### config.mk
export PLATFORM = sky130hd
export DESIGN_NAME = png_chunk_crc_repair_unit
export DESIGN_NICKNAME = d
export VERILOG_FILES = /design/src/rtl/core/pcrc_pkg.sv /design/src/rtl/core/pcrc_parser.sv /design/src/rtl/core/png_chunk_crc_repair_unit.sv
export SDC_FILE = /design/constraint.sdc
export NUM_CORES = 1
export LEC_CHECK = 0
export ABC_CLOCK_PERIOD_IN_PS = 3900
export BUFFER_PORTS_ARGS = -buffer_cell sky130_fd_sc_hd__buf_2
export CAP_MARGIN = 25
export CORE_ASPECT_RATIO = 1.1
export CORE_UTILIZATION = 28
export DETAILED_ROUTE_END_ITERATION = 10
export GPL_ROUTABILITY_DRIVEN = 0
export HOLD_SLACK_MARGIN = 0.03
export PLACE_DENSITY = 0.47
export REMOVE_ABC_BUFFERS = 1
export SETUP_SLACK_MARGIN = 0.3
export SYNTH_ARGS = -nofsm -noshare
export SYNTH_HDL_FRONTEND = slang
export SYNTH_SLANG_ARGS = --single-unit
### constraint.sdc
create_clock -name clk -period 3.9 [get_ports clk]
set_clock_uncertainty 0.15 [all_clocks]
set_input_delay 0.39 -clock clk [delete_from_list [all_inputs] [get_ports clk]]
set_output_delay 0.39 -clock clk [all_outputs]
set_load 0.01 [all_outputs]
### src/rtl/core/pcrc_pkg.sv
// Shared types, constants and CRC helpers for the PNG chunk CRC repair unit.
package pcrc_pkg;

  localparam logic [63:0] PNG_SIGNATURE = 64'h8950_4E47_0D0A_1A0A;
  localparam logic [31:0] CRC_POLY      = 32'hEDB8_8320;
  localparam logic [31:0] CRC_INIT      = 32'hFFFF_FFFF;

  typedef enum logic [5:0] {
    ST_SIG  = 6'b000001,
    ST_LEN  = 6'b000010,
    ST_TYPE = 6'b000100,
    ST_DATA = 6'b001000,
    ST_CRC  = 6'b010000,
    ST_PASS = 6'b100000
  } stage_t;

  typedef enum logic [1:0] {
    STATUS_INTACT    = 2'd0,
    STATUS_REPAIRED  = 2'd1,
    STATUS_NOT_PNG   = 2'd2,
    STATUS_TRUNCATED = 2'd3
  } status_t;

  typedef struct packed {
    logic [7:0] out_byte;
    logic       chunk_bad;
    logic       file_end;
    status_t    status;
  } result_t;

  // One byte of the reflected CRC-32 update, unrolled over its eight bits.
  function automatic logic [31:0] crc_update(input logic [31:0] crc, input logic [7:0] b);
    logic [31:0] c;
    c = crc ^ {24'd0, b};
    for (int k = 0; k < 8; k++) begin
      c = c[0] ? ((c >> 1) ^ CRC_POLY) : (c >> 1);
    end
    return c;
  endfunction

  function automatic logic [7:0] signature_byte(input logic [2:0] pos);
    return PNG_SIGNATURE[6'd63 - {pos, 3'd0} -: 8];
  endfunction

endpackage

### src/rtl/core/pcrc_parser.sv
// Chunk parser state and per-byte result logic for the PNG chunk CRC repair unit.
module pcrc_parser (
  input  logic              clk,
  input  logic              rst,
  input  logic              step,
  input  logic [7:0]        data_byte,
  input  logic              last_byte,
  output pcrc_pkg::result_t result
);
  import pcrc_pkg::*;

  stage_t      stage, stage_next;
  logic [2:0]  field_pos, field_pos_next;
  logic [31:0] data_remaining, data_remaining_next;
  logic [31:0] running_crc, running_crc_next;
  logic [31:0] finished_crc, finished_crc_next;
  logic        chunk_mismatch, chunk_mismatch_next;
  logic        any_repaired, any_repaired_next;

  logic [31:0] crc_step;
  logic [31:0] remaining_dec;
  logic [7:0]  crc_byte;
  logic [7:0]  sig_byte;

  assign crc_step      = crc_update(running_crc, data_byte);
  assign remaining_dec = data_remaining - {31'd0, (data_remaining != 32'd0)};
  assign crc_byte      = finished_crc[5'd31 - {field_pos[1:0], 3'd0} -: 8];
  assign sig_byte      = signature_byte(field_pos);

  always_comb begin
    stage_next          = stage;
    field_pos_next      = field_pos;
    data_remaining_next = data_remaining;
    running_crc_next    = running_crc;
    finished_crc_next   = finished_crc;
    chunk_mismatch_next = chunk_mismatch;
    any_repaired_next   = any_repaired;
    result.out_byte     = data_byte;
    result.chunk_bad    = 1'b0;
    result.file_end     = last_byte;
    result.status       = STATUS_INTACT;

    unique case (stage)
      ST_SIG: begin
        if (data_byte != sig_byte) begin
          stage_next     = ST_PASS;
          field_pos_next = 3'd0;
        end else if (field_pos == 3'd7) begin
          stage_next          = ST_LEN;
          field_pos_next      = 3'd0;
          data_remaining_next = 32'd0;
        end else begin
          field_pos_next = field_pos + 3'd1;
        end
      end
      ST_LEN: begin
        data_remaining_next = {data_remaining[23:0], data_byte};
        if (field_pos >= 3'd3) begin
          stage_next     = ST_TYPE;
          field_pos_next = 3'd0;
        end else begin
          field_pos_next = field_pos + 3'd1;
        end
      end
      ST_TYPE: begin
        running_crc_next = crc_step;
        if (field_pos >= 3'd3) begin
          field_pos_next = 3'd0;
          if (data_remaining == 32'd0) begin
            finished_crc_next = ~crc_step;
            stage_next        = ST_CRC;
          end else begin
            stage_next = ST_DATA;
          end
        end else begin
          field_pos_next = field_pos + 3'd1;
        end
      end
      ST_DATA: begin
        running_crc_next    = crc_step;
        data_remaining_next = remaining_dec;
        if (remaining_dec == 32'd0) begin
          finished_crc_next = ~crc_step;
          stage_next        = ST_CRC;
          field_pos_next    = 3'd0;
        end
      end
      ST_CRC: begin
        result.out_byte = crc_byte;
        if (field_pos[1:0] == 2'd3) begin
          result.chunk_bad    = chunk_mismatch || (crc_byte != data_byte);
          any_repaired_next   = any_repaired || result.chunk_bad;
          chunk_mismatch_next = 1'b0;
          running_crc_next    = CRC_INIT;
          data_remaining_next = 32'd0;
          field_pos_next      = 3'd0;
          stage_next          = ST_LEN;
        end else begin
          chunk_mismatch_next = chunk_mismatch || (crc_byte != data_byte);
          field_pos_next      = {1'b0, field_pos[1:0] + 2'd1};
        end
      end
      default: begin
      end
    endcase

    if (last_byte) begin
      if (stage_next == ST_SIG || stage_next == ST_PASS) begin
        result.status = STATUS_NOT_PNG;
      end else if (stage_next == ST_LEN && field_pos_next == 3'd0) begin
        result.status = any_repaired_next ? STATUS_REPAIRED : STATUS_INTACT;
      end else begin
        result.status = STATUS_TRUNCATED;
      end
      stage_next          = ST_SIG;
      field_pos_next      = 3'd0;
      data_remaining_next = 32'd0;
      running_crc_next    = CRC_INIT;
      finished_crc_next   = 32'd0;
      chunk_mismatch_next = 1'b0;
      any_repaired_next   = 1'b0;
    end
  end

  always_ff @(posedge clk) begin
    if (rst) begin
      stage          <= ST_SIG;
      field_pos      <= 3'd0;
      data_remaining <= 32'd0;
      running_crc    <= CRC_INIT;
      finished_crc   <= 32'd0;
      chunk_mismatch <= 1'b0;
      any_repaired   <= 1'b0;
    end else if (step) begin
      stage          <= stage_next;
      field_pos      <= field_pos_next;
      data_remaining <= data_remaining_next;
      running_crc    <= running_crc_next;
      finished_crc   <= finished_crc_next;
      chunk_mismatch <= chunk_mismatch_next;
      any_repaired   <= any_repaired_next;
    end
  end

endmodule

### src/rtl/core/png_chunk_crc_repair_unit.sv
// Top level of the PNG chunk CRC repair unit: handshakes and result register.
//
// The unit takes a PNG file one byte per request on the input channel
// (in_valid, in_ready, data_byte, last_byte) and returns exactly one result
// per byte on the output channel (out_valid, out_ready, out_byte, chunk_bad,
// file_end, status). Bytes inside a stored CRC field are replaced by the
// computed CRC-32 byte; all other bytes pass through unchanged.
// The result of an accepted request is registered and shown by the result
// register from the next cycle on.
// Throughput is one byte per cycle while results are taken, set by the
// byte-wide CRC update and parse logic in front of the result register.
// in_ready is high whenever the result register is empty or being taken, so
// a stalled receiver holds its result and blocks new requests only while
// that result waits.
// Reset empties the result register and puts the parser at the signature.
// After the request that carries last_byte, the parser starts a new file.
module png_chunk_crc_repair_unit (
  input  logic              clk,
  input  logic              rst,
  input  logic              in_valid,
  output logic              in_ready,
  input  logic [7:0]        data_byte,
  input  logic              last_byte,
  output logic              out_valid,
  input  logic              out_ready,
  output logic [7:0]        out_byte,
  output logic              chunk_bad,
  output logic              file_end,
  output pcrc_pkg::status_t status
);
  import pcrc_pkg::*;

  logic    accept;
  result_t result;
  result_t result_reg;

  assign in_ready = !out_valid || out_ready;
  assign accept   = in_valid && in_ready;

  pcrc_parser u_parser (
    .clk       (clk),
    .rst       (rst),
    .step      (accept),
    .data_byte (data_byte),
    .last_byte (last_byte),
    .result    (result)
  );

  always_ff @(posedge clk) begin
    if (rst) begin
      out_valid <= 1'b0;
    end else if (in_ready) begin
      out_valid <= in_valid;
    end
  end

  always_ff @(posedge clk) begin
    if (accept) begin
      result_reg <= result;
    end
  end

  assign out_byte  = result_reg.out_byte;
  assign chunk_bad = result_reg.chunk_bad;
  assign file_end  = result_reg.file_end;
  assign status    = result_reg.status;

endmodule

==> reports/metrics.csv <==
metric;value;unit
Distinct cells, synth;58;
top-area cell type share of the netlist area;29.8;%
ys flop type;dfxtp_1;
DIE HEIGHT;171;um
setup violators final;0;
Pwr Total;0.00339;W
critical path peak fanout;8;
full die area;0.0265;sq mm
Synthesis Warnings;0;
Hold Path Origin;in_valid;
largest family of logic cells by synthesized area;simple AND/OR/NAND/NOR gates;
Synth Area in Adders;1.38;%
Crit. End Element;flip-flop;
PwrDens;373;mW/mm^2
post-synthesis mux area share;8.43;%
crit path DAT;4.02;ns
Slew @ Worst Pin;0.843;ns
CTS H-tree depth;4;
share of layout cells above drive strength 1;23.3;%
initial DRC count;446;
RSZ-0062 raised after global routing;yes;
reg2reg end;u_parser.finished_crc[10];
Worst-Skew Late Latency;0.43;ns
max-cap violations;0;
clock tree buffer depth;2;
Root Driver;clkbuf_16;
Final HPWL DP;15.7;mm
Static Leak;3.34;nW
Hold Path End;out_valid;
first drt pass iteration count;5;
Post-Synth Simple-Gate Area;22.6;%
reg2reg start;u_parser.data_remaining[0];
Synth Area in Compound Gates;15.0;%
cts hold-fix bufs;0;
CP max-delay cell;or3b_4;
final wirelength;22.8;mm
Worst-path clk slew;0.06;ns
Cells after DPL;1255;
area leader, netlist;dfxtp_1;
sequential-to-total area share from yosys stat;34.8;%
remaining antenna violation count;0;
worst stage delay on the critical path;0.50;ns
Mapped Area;0.00725;sq mm
CTS tree;built;
Die X;155;um
Mapped Cells;866;
worst min-delay path category;input port to flip-flop;
Worst Path Required;4.11;ns
antenna cells;0;
fin. max-slew vios;0;
Peak Freq;0.262;GHz
r2r setup slk;0.09;ns
Total GRT Usage;17.7;%
VDD IR max;0.184;mV
Synth Area per Inst;8.37;sq um
clk sinks;120;
DRC errors left;0;
Total Nets Final;962;
Remaining Overflow, GRT;0;
vias in the first global route;6377;
initial antenna violation count;0;
Crit path max-delay family;simple AND/OR/NAND/NOR gates;
Core Area;0.0253;sq mm
Initial Util;28.6;%
max_slew headroom;43.4;%
Fin. Hold Viols;0;
top cells by count, synth;dfxtp_1, nor2_1, o21ai_0, xnor2_1, clkbuf_1;
most area-consuming cells after synthesis;dfxtp_1, xnor2_1, o21ai_0;
first-pass GRT wire length;35.8;mm
crit-path cells;nor4_1 -> buf_4 -> and4_4 -> nand4bb_4 -> ha_4 -> nor3b_1 -> xor2_1 -> or4_1 -> or4_4 -> nor4_4 -> a31oi_2 -> or3b_4 -> o21ai_1;
Post-Synth XOR/XNOR Area;13.2;%
hold depth;3;
detail-routed via count per cell;4.99;
Num CTS Buffers;17;
IO Pins;27;
WP buf/inv;1;
critical path class;flip-flop to flip-flop;
largest net degree at the start of global routing;72;
fin crit share;97.7;%
synthesis-to-finish area growth;25.5;%
EDFF count, synth;12;
status;complete, no violations;
Final TNS setup;0;ns
final worst path period need;3.81;ns
FF-to-FF path depth;13;
Async SR Flop Fraction;0;%
dpl cell area;0.00824;sq mm
nature of the critical path startpoint;flip-flop;
DR vias;6490;
routed len/inst;17.5;um
PortBufs;26;
final non-filler cell area;0.00910;sq mm
#FFs+latches synth;120;
Post-Layout Cell Count;1300;
top-count cell post-synth;dfxtp_1;
row count;61;
routing by layer:
layer | vias up | global-route usage, % | wire [um]
li1 | 3235 | - | -
met1 | 3123 | 21.8 | 9960
met2 | 110 | 31.4 | 11700
met3 | 22 | 2.51 | 806
met4 | 0 | 6.18 | 324
met5 | - | 0 | 0
metrics by stage:
stage                     hold slack [ns]  util, %  worst slack [ns]
final                              0.0577     35.9            0.0884
after detailed placement            0.305     32.5            -0.333
after floorplan                     0.288        -             -1.15
after CTS                          0.0497     35.3           -0.0481
after global placement              0.301     32.5            -0.251
after global routing               0.0771     35.9           -0.0908
what timing repair did:
item                       4_1_cts  5_1_grt
cloned                           1        2
pin swaps                       24       12
setup endpoints to repair       37       37
gates resized for setup         45       33
buffers inserted                 4        6
power breakdown:
part           internal (W)  switching (W)
clock              0.000878       0.000630
sequential          0.00128      0.0000178
combinational      0.000228       0.000361
total               0.00238        0.00101
worst max-delay path by stage:
stage	start	to	slack [ns]	depth (start not counted)
floorplan	u_parser.field_pos[1]	u_parser.data_remaining[0]	-1.15	10
global placement	u_parser.data_remaining[24]	u_parser.finished_crc[0]	-0.25	12
detailed placement	u_parser.data_remaining[24]	u_parser.finished_crc[9]	-0.33	12
CTS	u_parser.data_remaining[19]	u_parser.finished_crc[9]	-0.05	13
global route	u_parser.data_remaining[17]	u_parser.finished_crc[14]	-0.09	14
finish	u_parser.data_remaining[0]	u_parser.finished_crc[10]	0.09	13
state kept, by name, summed over array words and instances (netlist names):
register,flops
chunk_bad,1
file_end,1
status,2
u_parser.data_remaining,32
u_parser.any_repaired,1
u_parser.finished_crc,32
u_parser.stage,6
u_parser.field_pos,3
u_parser.chunk_mismatch,1
out_byte,8
out_valid,1
u_parser.running_crc,32
cell type report:
class | count | area [sq um]
Sequential cell | 120 | 2530
Tap cell | 346 | 433
Clock inverter | 14 | 126
Inverter | 14 | 52.6
Timing Repair Buffer | 126 | 931
Clock buffer | 18 | 429
Multi-Input combinational cell | 662 | 4590
Fill cell | 2699 | 16200
kinds of logic (layout without fill, tap and decap cells):
logic type | Yosys count | count (layout)
compound gates | 186 | 186
fa+ha+maj | 8 | 8
mux | 50 | 50
xor+xnor | 109 | 109
flops | 120 | 120
simple gates | 308 | 309
buf+inv | 85 | 172
cells in the final DEF, fill, tap and decap left out, drive strengths merged, types with 12 or more instances in the layout:
master / instances
nand3: 46
nor2: 104
dfxtp: 108
a22oi: 24
xor2: 32
edfxtp: 12
nand2b: 38
mux2i: 34
buf: 125
clkbuf: 19
nand2: 19
inv: 17
xnor2: 77
o21ai: 95
a21oi: 35
nor4: 12
nor3: 19
tightest hold or removal path, delay by kind of cell:
family / cells / cell delay [ns]
AOI/OAI and AO/OA: 1 / 0.05
buffers and inverters: 2 / 0.14
(Power assumes the default switching activity.)
